===== config.mk =====
export PLATFORM = sky130hd
export DESIGN_NAME = text_newline_indent_style_detector
export DESIGN_NICKNAME = d
export VERILOG_FILES = /design/src/rtl/tnisd_pkg.sv /design/src/rtl/tnisd_decide.sv /design/src/rtl/text_newline_indent_style_detector.sv
export VERILOG_INCLUDE_DIRS = /design/src /design/src/rtl
export SDC_FILE = /design/constraint.sdc
export NUM_CORES = 2
export LEC_CHECK = 0
export ABC_CLOCK_PERIOD_IN_PS = 30100
export BUFFER_PORTS_ARGS = -buffer_cell sky130_fd_sc_hd__buf_4
export CELL_PAD_IN_SITES_DETAIL_PLACEMENT = 1
export CELL_PAD_IN_SITES_GLOBAL_PLACEMENT = 2
export CORE_ASPECT_RATIO = 0.7
export CORE_MARGIN = 2
export CORE_UTILIZATION = 45
export DETAILED_ROUTE_END_ITERATION = 10
export PLACE_DENSITY = 0.95
export SYNTH_ARGS = -nofsm -noshare
export SYNTH_HDL_FRONTEND = slang
export SYNTH_HIERARCHICAL = 1
export SYNTH_SLANG_ARGS = --single-unit

===== constraint.sdc =====
create_clock -name clk_i -period 30.1 [get_ports clk_i]
set_input_delay 0 -clock clk_i [delete_from_list [all_inputs] [get_ports clk_i]]
set_output_delay 0 -clock clk_i [all_outputs]
set_load 0.005 [all_outputs]

===== src/rtl/text_newline_indent_style_detector_defines.svh =====
// ----------------------------------------------------------------------------
// Assertion macros for the newline and indent style detector
// Simulation gets concurrent assertions; synthesis gets empty bodies.
// ----------------------------------------------------------------------------
`ifndef TEXT_NEWLINE_INDENT_STYLE_DETECTOR_DEFINES_SVH
`define TEXT_NEWLINE_INDENT_STYLE_DETECTOR_DEFINES_SVH

`ifndef SYNTHESIS
`define TNISD_ASSERT_ALWAYS(lbl, cond, msg) \
  lbl: assert property (@(posedge clk_i) disable iff (!rst_ni) (cond)) else $error(msg);
`define TNISD_ASSERT_NEXT(lbl, ante, cons, msg) \
  lbl: assert property (@(posedge clk_i) disable iff (!rst_ni) (ante) |=> (cons)) \
    else $error(msg);
`else
`define TNISD_ASSERT_ALWAYS(lbl, cond, msg)
`define TNISD_ASSERT_NEXT(lbl, ante, cons, msg)
`endif

`endif


===== src/rtl/tnisd_pkg.sv =====
// ----------------------------------------------------------------------------
// tnisd_pkg
// Types and constants shared by the newline and indent style detector.
// ----------------------------------------------------------------------------
package tnisd_pkg;

  localparam int unsigned CpW  = 21;
  localparam int unsigned NbW  = 3;
  localparam int unsigned CntW = 32;

  localparam logic [CpW-1:0] CH_TAB   = 21'd9;
  localparam logic [CpW-1:0] CH_LF    = 21'd10;
  localparam logic [CpW-1:0] CH_CR    = 21'd13;
  localparam logic [CpW-1:0] CH_SPACE = 21'd32;

  localparam logic [3:0]      INIT_SPACE_RUN  = 4'd8;
  localparam logic [CntW-1:0] LIMIT_RESET     = 32'd1048576;

  typedef enum logic [1:0] {
    KIND_NONE  = 2'd0,
    KIND_TAB   = 2'd1,
    KIND_SPACE = 2'd2,
    KIND_MIXED = 2'd3
  } kind_e;

  typedef enum logic [1:0] {
    NL_UNDECIDED = 2'd0,
    NL_LF        = 2'd1,
    NL_CRLF      = 2'd2,
    NL_CR        = 2'd3
  } newline_e;

  typedef enum logic [1:0] {
    IND_UNDECIDED = 2'd0,
    IND_TABS      = 2'd1,
    IND_SPACES    = 2'd2
  } indent_e;

  typedef struct packed {
    logic [CntW-1:0] cnt_cr;
    logic [CntW-1:0] cnt_lf;
    logic [CntW-1:0] cnt_crlf;
    logic [CntW-1:0] cnt_tab;
    logic [CntW-1:0] cnt_space;
    logic [3:0]      min_run;
  } snap_t;

endpackage


===== src/rtl/tnisd_decide.sv =====
// ----------------------------------------------------------------------------
// tnisd_decide
// Dominance decision on a counter snapshot, with the result register.
// ----------------------------------------------------------------------------
module tnisd_decide (
  input  logic            clk_i,
  input  logic            rst_ni,
  input  logic            snap_valid_i,
  input  tnisd_pkg::snap_t snap_i,
  output logic            snap_ready_o,
  output logic            res_valid_o,
  input  logic            res_ready_i,
  output logic [1:0]      newline_style_o,
  output logic [1:0]      indent_style_o,
  output logic [3:0]      space_width_o
);

  localparam int unsigned CntW = tnisd_pkg::CntW;

  // a > 3 * (b + c), no overflow
  function automatic logic dominates(logic [CntW-1:0] a, logic [CntW-1:0] b,
                                     logic [CntW-1:0] c);
    logic [CntW:0]   sum;
    logic [CntW+2:0] rest;
    sum  = {1'b0, b} + {1'b0, c};
    rest = {1'b0, sum, 1'b0} + {2'b00, sum};
    return {3'b000, a} > rest;
  endfunction

  logic                  res_valid_q;
  tnisd_pkg::newline_e   nl_d, nl_q;
  tnisd_pkg::indent_e    ind_d, ind_q;
  logic [3:0]            width_d, width_q;
  logic                  load;

  assign snap_ready_o = !res_valid_q || res_ready_i;
  assign load         = snap_valid_i && snap_ready_o;

  always_comb begin
    if (dominates(snap_i.cnt_crlf, snap_i.cnt_cr, snap_i.cnt_lf)) begin
      nl_d = tnisd_pkg::NL_CRLF;
    end else if (dominates(snap_i.cnt_cr, snap_i.cnt_crlf, snap_i.cnt_lf)) begin
      nl_d = tnisd_pkg::NL_CR;
    end else if (dominates(snap_i.cnt_lf, snap_i.cnt_crlf, snap_i.cnt_cr)) begin
      nl_d = tnisd_pkg::NL_LF;
    end else begin
      nl_d = tnisd_pkg::NL_UNDECIDED;
    end

    width_d = 4'd0;
    if (dominates(snap_i.cnt_tab, snap_i.cnt_space, '0)) begin
      ind_d = tnisd_pkg::IND_TABS;
    end else if (dominates(snap_i.cnt_space, snap_i.cnt_tab, '0)) begin
      ind_d   = tnisd_pkg::IND_SPACES;
      width_d = snap_i.min_run;
    end else begin
      ind_d = tnisd_pkg::IND_UNDECIDED;
    end
  end

  always_ff @(posedge clk_i or negedge rst_ni) begin
    if (!rst_ni) begin
      res_valid_q <= 1'b0;
    end else if (snap_ready_o) begin
      res_valid_q <= snap_valid_i;
    end
  end

  always_ff @(posedge clk_i) begin
    if (load) begin
      nl_q    <= nl_d;
      ind_q   <= ind_d;
      width_q <= width_d;
    end
  end

  assign res_valid_o     = res_valid_q;
  assign newline_style_o = nl_q;
  assign indent_style_o  = ind_q;
  assign space_width_o   = width_q;

endmodule


===== src/rtl/text_newline_indent_style_detector.sv =====
// ----------------------------------------------------------------------------
// text_newline_indent_style_detector
// Scans decoded text and reports its newline style, indent style and width.
// ----------------------------------------------------------------------------
// Usage:
//   s_axis carries one code point per transfer with its encoded byte length.
//   m_axis carries one result per text: newline style, indent style and the
//   smallest leading space run. A text ends on a zero code point that comes
//   first or follows a zero, or once the scanned bytes reach the limit set
//   through cfg_we_i / cfg_wdata_i (write only while idle).
//   One code point is taken every cycle while s_axis_tready is high; the line
//   and counter state is updated per item from its own registers. A result
//   for the transfer that ends the text passes the input register, the state
//   update into a counter snapshot, and the decision into the output register.
//   Reset clears all scan state and sets the limit to 1048576 bytes.
//   A stalled m_axis holds its result; the snapshot register and the input
//   register fill behind it, and s_axis_tready drops only when a second text
//   end would need the occupied snapshot.
// ----------------------------------------------------------------------------
`include "text_newline_indent_style_detector_defines.svh"

module text_newline_indent_style_detector (
  input  logic        clk_i,
  input  logic        rst_ni,
  input  logic        cfg_we_i,
  input  logic [31:0] cfg_wdata_i,     // scan_byte_limit
  input  logic        s_axis_tvalid,
  output logic        s_axis_tready,
  input  logic [23:0] s_axis_tdata,    // [20:0] code_point, [23:21] char_bytes
  output logic        m_axis_tvalid,
  input  logic        m_axis_tready,
  output logic [7:0]  m_axis_tdata     // [1:0] newline_style, [3:2] indent_style,
                                       // [7:4] space_width
);

  localparam int unsigned CpW  = tnisd_pkg::CpW;
  localparam int unsigned NbW  = tnisd_pkg::NbW;
  localparam int unsigned CntW = tnisd_pkg::CntW;

  function automatic logic [CntW-1:0] sat_inc(logic [CntW-1:0] v);
    return (&v) ? v : v + CntW'(1);
  endfunction

  // config
  logic [CntW-1:0] limit_q;

  always_ff @(posedge clk_i or negedge rst_ni) begin
    if (!rst_ni) begin
      limit_q <= tnisd_pkg::LIMIT_RESET;
    end else if (cfg_we_i) begin
      limit_q <= cfg_wdata_i;
    end
  end

  // input register
  logic           in_valid_q;
  logic [CpW-1:0] cp_q;
  logic [NbW-1:0] nb_q;
  logic           in_go;

  assign s_axis_tready = !in_valid_q || in_go;

  always_ff @(posedge clk_i or negedge rst_ni) begin
    if (!rst_ni) begin
      in_valid_q <= 1'b0;
    end else if (s_axis_tready) begin
      in_valid_q <= s_axis_tvalid;
    end
  end

  always_ff @(posedge clk_i) begin
    if (s_axis_tvalid && s_axis_tready) begin
      cp_q <= s_axis_tdata[CpW-1:0];
      nb_q <= s_axis_tdata[CpW+NbW-1:CpW];
    end
  end

  // scan state
  logic                prev_cr_q, prev_cr_d;
  logic                prev_zero_q, prev_zero_d;
  logic                line_start_q, line_start_d;
  tnisd_pkg::kind_e    kind_q, kind_d;
  logic [7:0]          lead_q, lead_d;
  logic [3:0]          min_run_q, min_run_d;
  logic [CntW-1:0]     cnt_cr_q, cnt_cr_d;
  logic [CntW-1:0]     cnt_lf_q, cnt_lf_d;
  logic [CntW-1:0]     cnt_crlf_q, cnt_crlf_d;
  logic [CntW-1:0]     cnt_tab_q, cnt_tab_d;
  logic [CntW-1:0]     cnt_space_q, cnt_space_d;
  logic [CntW-1:0]     bytes_q, bytes_d;

  logic                end_text, limit_hit, emit;
  logic [CntW:0]       byte_sum;
  logic [CntW-1:0]     bytes_upd;
  tnisd_pkg::snap_t    snap_d;

  logic                snap_valid_q;
  tnisd_pkg::snap_t    snap_q;
  logic                snap_ready;
  logic                dec_ready;

  always_comb begin
    prev_cr_d    = prev_cr_q;
    line_start_d = line_start_q;
    kind_d       = kind_q;
    lead_d       = lead_q;
    min_run_d    = min_run_q;
    cnt_cr_d     = cnt_cr_q;
    cnt_lf_d     = cnt_lf_q;
    cnt_crlf_d   = cnt_crlf_q;
    cnt_tab_d    = cnt_tab_q;
    cnt_space_d  = cnt_space_q;

    if (cp_q == tnisd_pkg::CH_TAB && line_start_q) begin
      kind_d = (kind_q == tnisd_pkg::KIND_NONE || kind_q == tnisd_pkg::KIND_TAB) ?
               tnisd_pkg::KIND_TAB : tnisd_pkg::KIND_MIXED;
    end else if (cp_q == tnisd_pkg::CH_SPACE && line_start_q) begin
      kind_d = (kind_q == tnisd_pkg::KIND_NONE || kind_q == tnisd_pkg::KIND_SPACE) ?
               tnisd_pkg::KIND_SPACE : tnisd_pkg::KIND_MIXED;
      if (!(&lead_q)) begin
        lead_d = lead_q + 8'd1;
      end
    end else if (cp_q == tnisd_pkg::CH_CR || cp_q == tnisd_pkg::CH_LF) begin
      if (kind_q == tnisd_pkg::KIND_TAB) begin
        cnt_tab_d = sat_inc(cnt_tab_q);
      end else if (kind_q == tnisd_pkg::KIND_SPACE) begin
        cnt_space_d = sat_inc(cnt_space_q);
        if (lead_q != 8'd0 && lead_q < {4'd0, min_run_q}) begin
          min_run_d = lead_q[3:0];
        end
      end
      line_start_d = 1'b1;
      lead_d       = 8'd0;
      kind_d       = tnisd_pkg::KIND_NONE;
    end else begin
      line_start_d = 1'b0;
    end

    if (prev_cr_q) begin
      if (cp_q == tnisd_pkg::CH_LF) begin
        cnt_crlf_d = sat_inc(cnt_crlf_q);
      end else begin
        cnt_cr_d = sat_inc(cnt_cr_q);
      end
    end else if (cp_q == tnisd_pkg::CH_LF) begin
      cnt_lf_d = sat_inc(cnt_lf_q);
    end

    prev_cr_d   = (cp_q == tnisd_pkg::CH_CR);
    prev_zero_d = (cp_q == '0);

    byte_sum  = {1'b0, bytes_q} + {{(CntW+1-NbW){1'b0}}, nb_q};
    bytes_upd = byte_sum[CntW] ? '1 : byte_sum[CntW-1:0];
    bytes_d   = bytes_upd;

    end_text  = prev_zero_q && (cp_q == '0);
    limit_hit = (bytes_upd >= limit_q);
    emit      = end_text || limit_hit;

    if (end_text) begin
      snap_d = '{cnt_cr: cnt_cr_q, cnt_lf: cnt_lf_q, cnt_crlf: cnt_crlf_q,
                 cnt_tab: cnt_tab_q, cnt_space: cnt_space_q, min_run: min_run_q};
    end else begin
      snap_d = '{cnt_cr: cnt_cr_d, cnt_lf: cnt_lf_d, cnt_crlf: cnt_crlf_d,
                 cnt_tab: cnt_tab_d, cnt_space: cnt_space_d, min_run: min_run_d};
    end
  end

  assign in_go = in_valid_q && (!emit || snap_ready);

  always_ff @(posedge clk_i or negedge rst_ni) begin
    if (!rst_ni) begin
      prev_cr_q    <= 1'b0;
      prev_zero_q  <= 1'b1;
      line_start_q <= 1'b1;
      kind_q       <= tnisd_pkg::KIND_NONE;
      lead_q       <= 8'd0;
      min_run_q    <= tnisd_pkg::INIT_SPACE_RUN;
      cnt_cr_q     <= '0;
      cnt_lf_q     <= '0;
      cnt_crlf_q   <= '0;
      cnt_tab_q    <= '0;
      cnt_space_q  <= '0;
      bytes_q      <= '0;
    end else if (in_go) begin
      if (emit) begin
        prev_cr_q    <= 1'b0;
        prev_zero_q  <= 1'b1;
        line_start_q <= 1'b1;
        kind_q       <= tnisd_pkg::KIND_NONE;
        lead_q       <= 8'd0;
        min_run_q    <= tnisd_pkg::INIT_SPACE_RUN;
        cnt_cr_q     <= '0;
        cnt_lf_q     <= '0;
        cnt_crlf_q   <= '0;
        cnt_tab_q    <= '0;
        cnt_space_q  <= '0;
        bytes_q      <= '0;
      end else begin
        prev_cr_q    <= prev_cr_d;
        prev_zero_q  <= prev_zero_d;
        line_start_q <= line_start_d;
        kind_q       <= kind_d;
        lead_q       <= lead_d;
        min_run_q    <= min_run_d;
        cnt_cr_q     <= cnt_cr_d;
        cnt_lf_q     <= cnt_lf_d;
        cnt_crlf_q   <= cnt_crlf_d;
        cnt_tab_q    <= cnt_tab_d;
        cnt_space_q  <= cnt_space_d;
        bytes_q      <= bytes_d;
      end
    end
  end

  // counter snapshot
  assign snap_ready = !snap_valid_q || dec_ready;

  always_ff @(posedge clk_i or negedge rst_ni) begin
    if (!rst_ni) begin
      snap_valid_q <= 1'b0;
    end else if (snap_ready) begin
      snap_valid_q <= in_go && emit;
    end
  end

  always_ff @(posedge clk_i) begin
    if (in_go && emit) begin
      snap_q <= snap_d;
    end
  end

  tnisd_decide u_decide (
    .clk_i           (clk_i),
    .rst_ni          (rst_ni),
    .snap_valid_i    (snap_valid_q),
    .snap_i          (snap_q),
    .snap_ready_o    (dec_ready),
    .res_valid_o     (m_axis_tvalid),
    .res_ready_i     (m_axis_tready),
    .newline_style_o (m_axis_tdata[1:0]),
    .indent_style_o  (m_axis_tdata[3:2]),
    .space_width_o   (m_axis_tdata[7:4])
  );

  `TNISD_ASSERT_NEXT(a_clear_after_emit, in_go && emit,
    bytes_q == '0 && cnt_cr_q == '0 && cnt_lf_q == '0 && prev_zero_q,
    "scan state not cleared after text end")
  `TNISD_ASSERT_ALWAYS(a_min_run_range, min_run_q != 4'd0 && min_run_q <= 4'd8,
    "minimum space run out of range")
  `TNISD_ASSERT_ALWAYS(a_prev_flags, !(prev_cr_q && prev_zero_q),
    "previous CR and previous zero both set")
  `TNISD_ASSERT_NEXT(a_snap_hold, snap_valid_q && !dec_ready,
    snap_valid_q && $stable(snap_q), "stalled counter snapshot changed")

endmodule


==> flow_metrics.env <==
export IMPL_ctsHtreeMaxLevel=2
export IMPL_fin_nets=4932
export IMPL_fillers=9757
export IMPL_die_h_um=248
export IMPL_maxSlewHeadroom=0.247
export IMPL_ys_seq_elements=440
export IMPL_yosysWarnings=6
export IMPL_syn_area_per_cell_um2=8.98
export IMPL_endpoint_kind="flop"
export IMPL_setup_violations=0
export IMPL_fin_crit_sh=0.285
export IMPL_pin_count=71
export IMPL_worst_pin_slew_ps=1120
export IMPL_ys_seq_area_frac=0.314
export IMPL_viasPerCell=6.26
export IMPL_status="completed"
export IMPL_cts_clk_slew_worst_paths_ps=80
export IMPL_wl_per_cell_um=23.9
export IMPL_overflow=0
export IMPL_grt_max_degree=165
export IMPL_die_x_um=352
export IMPL_grt_usage=0.300
export IMPL_hold_path_class="in -> async"
export IMPL_syn_inst=4255
export IMPL_final_antenna_net_count=0
export IMPL_vdd_ir_drop_max_v=0.0000381
export IMPL_hold_viol_final=0
export IMPL_p_leak_nw=19.0
export IMPL_std_cell_rows=89
export IMPL_area_growth_pct=11.7
export IMPL_fin_tns_setup_ps=0
export IMPL_cts_sinks=440
export IMPL_initial_core_util=0.454
export IMPL_ys_flop_type="dfrtp_1"
export IMPL_max_stage_delay_ps=580
export IMPL_syn_nets=4792
export IMPL_p_per_area_nw_per_um2=31.9
export IMPL_cts_resized=0
export IMPL_clkLatencyLatePin_ps=630
export IMPL_layout_min_cycle_time_ps=8590
export IMPL_wirelength_um=133000
export IMPL_dr_pass1_iters=6
export IMPL_drc=0
export IMPL_pre_cts_ws_ps=21770
export IMPL_synthArstFlopShare=0.555
export IMPL_cap_viol_max_count=0
export IMPL_critPathArrivalTime_ps=9070
export IMPL_numCtsBuffers=48
export IMPL_grt_first_pass_wirelength_um=208000
export IMPL_antenna_found_initial=8
export IMPL_vias=34900
export IMPL_worst_path_max_delay_cell="a211oi_1"
export IMPL_io_buffers=70
export IMPL_syn_area_um2=38200
export IMPL_cts_tree="built"
export IMPL_timing_worst_setup_path_type="reg -> reg"
export IMPL_grt_pass1_vias=34500
export IMPL_worstSetupStartpointType="flop"
export IMPL_synthDistinctLibCells=113
export IMPL_dieArea_um2=87300
export IMPL_clk_path_buf_depth=3
export IMPL_synth_edf_count=196
export IMPL_timing_hold_ws_ps=30.7
export IMPL_cts_root_buf="clkbuf_16"
export IMPL_setup_ws_ps=21510
export IMPL_layout_drive_gt1_share=0.0561
export IMPL_drt_iter0_drc=3282
export IMPL_postCtsSetupRepairBufs=0
export IMPL_place_gp_congestion=0.923
export IMPL_rsz0062_at_grt="no"
export IMPL_crit_required_ps=30580
export IMPL_clock_skew_final_ps=38.2
export IMPL_slew_viol_final=0
export IMPL_core_area_um2=84200
export IMPL_post_dp_hpwl_um=98700
export IMPL_cp_max_fo=5
export IMPL_clock_fmax_mhz=116
==> cells in the final DEF, fill, tap and decap left out, types with 14 or more instances in the layout <==
master	Yosys	final
o21a_1	49	49
o21ai_0	309	308
xnor2_1	236	236
nor3_1	136	136
a21o_1	217	217
o211ai_1	31	31
or3_1	49	49
nand3_1	138	138
nand2b_1	47	47
nor4_1	42	42
a22o_1	61	61
or2_2	14	14
dfrtp_1	240	240
clkbuf_16	0	50
o31ai_1	37	37
dlygate4sd3_1	0	122
a211oi_1	32	32
inv_1	182	182
o21bai_1	31	31
and4_1	32	32
nor2_1	236	234
nor2b_1	50	50
and3_1	71	71
xor2_1	158	158
clkbuf_1	100	19
a21oi_1	315	314
ha_1	467	467
and2_1	32	32
buf_4	2	89
nand2_1	316	315
nand4_1	121	121
a31oi_1	27	27
edfxtp_1	196	196
==> cells in the mapped netlist (10+ instances only) <==
cell	count	area share
a21oi_1	315	0.041
a41oi_1	11	0.0025
nand3_1	138	0.018
and2_1	32	0.0052
inv_1	182	0.018
a211o_1	13	0.0030
o21bai_1	31	0.0061
o21a_1	49	0.0096
and3_1	71	0.012
nor4_1	42	0.0069
nor3_1	136	0.018
edfxtp_1	196	0.15
o211ai_1	31	0.0061
or4_1	12	0.0024
xor2_1	158	0.036
nor2b_1	50	0.0082
or2_2	14	0.0023
nor2_1	236	0.023
dfrtp_1	240	0.16
a22o_1	61	0.014
xnor2_1	236	0.054
buf_2	18	0.0024
a21o_1	217	0.043
mux2_2	11	0.0032
o21ai_0	309	0.040
a211oi_1	32	0.0063
clkbuf_1	100	0.0098
a31oi_1	27	0.0044
ha_1	467	0.15
o21ai_1	12	0.0016
mux2i_1	10	0.0026
and4_1	32	0.0073
nand2b_1	47	0.0077
o31ai_1	37	0.0073
or3_1	49	0.0080
nand4_1	121	0.020
nand2_1	316	0.031
==> final timing paths <==
path | startpoint | end | slack (ps) | depth (start not counted)
hold / removal | rst_ni | limit_q[2] | 30 | 2
hold reg to reg | bytes_q[0] | bytes_q[0] | 490 | 2
setup / recovery | snap_q[100] | u_decide/newline_style_o[0] | 21510 | 32
min in group clk_i | s_axis_tdata[8] | cp_q[8] | 90 | 2
setup reg to reg | snap_q[100] | u_decide/newline_style_o[0] | 21510 | 32
max in group asynchronous | rst_ni | cnt_cr_q[0] | 28670 | 3
==> state kept, by name, indices dropped and copies added (netlist names), 8 cells and up <==
signal	count
bytes_q	32
cnt_tab_q	32
cnt_space_q	32
lead_q	8
snap_q	164
cp_q	21
cnt_crlf_q	32
limit_q	32
cnt_cr_q	32
cnt_lf_q	32
==> layer usage <==
layer  GRT usage  wire, um  up-vias
met1       0.468     66000    17400
met4      0.0527      1980        2
met2       0.439     55100     1158
met3      0.0416     10200      134
li1            -         -    16200
met5           0         9        -
==> kinds of logic after synthesis <==
family          Yosys count  share of synthesized area
compound gates         1261                      0.215
xor+xnor                397                     0.0921
fa+ha+maj               476                      0.158
buf+inv                 307                     0.0310
flops                   440                      0.314
mux                      21                    0.00586
simple gates           1353                      0.184
==> where the power goes <==
part / total [mW] / internal [mW] / leakage [nW] / switching (mW)
Sequential: 0.653 / 0.638 / 5.21 / 0.0146
Combinational: 0.107 / 0.0442 / 13.1 / 0.0629
Clock: 0.601 / 0.329 / 0.741 / 0.272
==> worst max-delay path, delay by kind of cell (launching register included) <==
family | cells | cell delay (ps)
adders and majority gates | 4 | 1330
and+or+nand+nor | 9 | 2320
DFF | 1 | 390
AOI/OAI and AO/OA | 17 | 4050
xor gates and xnor gates | 1 | 280
buffers and inverters | 1 | 70
==> layout make-up <==
| type | count | area (um2) | area share |
|---|---|---|---|
| Multi-Input combinational cell | 3508 | 25100 | 0.588 |
| Sequential cell | 440 | 12000 | 0.281 |
| Timing Repair Buffer | 214 | 1940 | 0.0456 |
| Tap cell | 1137 | 1420 | 0.0334 |
| Clock buffer | 74 | 1390 | 0.0326 |
| Inverter | 183 | 687 | 0.0161 |
| Clock inverter | 16 | 131 | 0.00308 |
| Antenna cell | 1 | 2.50 | 0.0000587 |
==> what timing repair did <==
action,CTS,global route
hold buffers,122,0
endpoints found under the setup margin,0,0
hold endpoints to repair,177,0
==> per-stage QoR <==
step / total power [mW] / area (um2) / util / cells
2_1_floorplan: 0.713 / 38200 / - / 4255
3_3_place_gp: 0.745 / 39900 / 0.474 / 5360
3_5_place_dp: 0.752 / 39900 / 0.474 / 5360
4_1_cts: 1.36 / 42600 / 0.507 / 5572
6_report: 1.36 / 42600 / 0.507 / 5573
5_1_grt: 1.40 / 42600 / 0.507 / 5573
No activity file was read; power rests on OpenSTA's default activity.
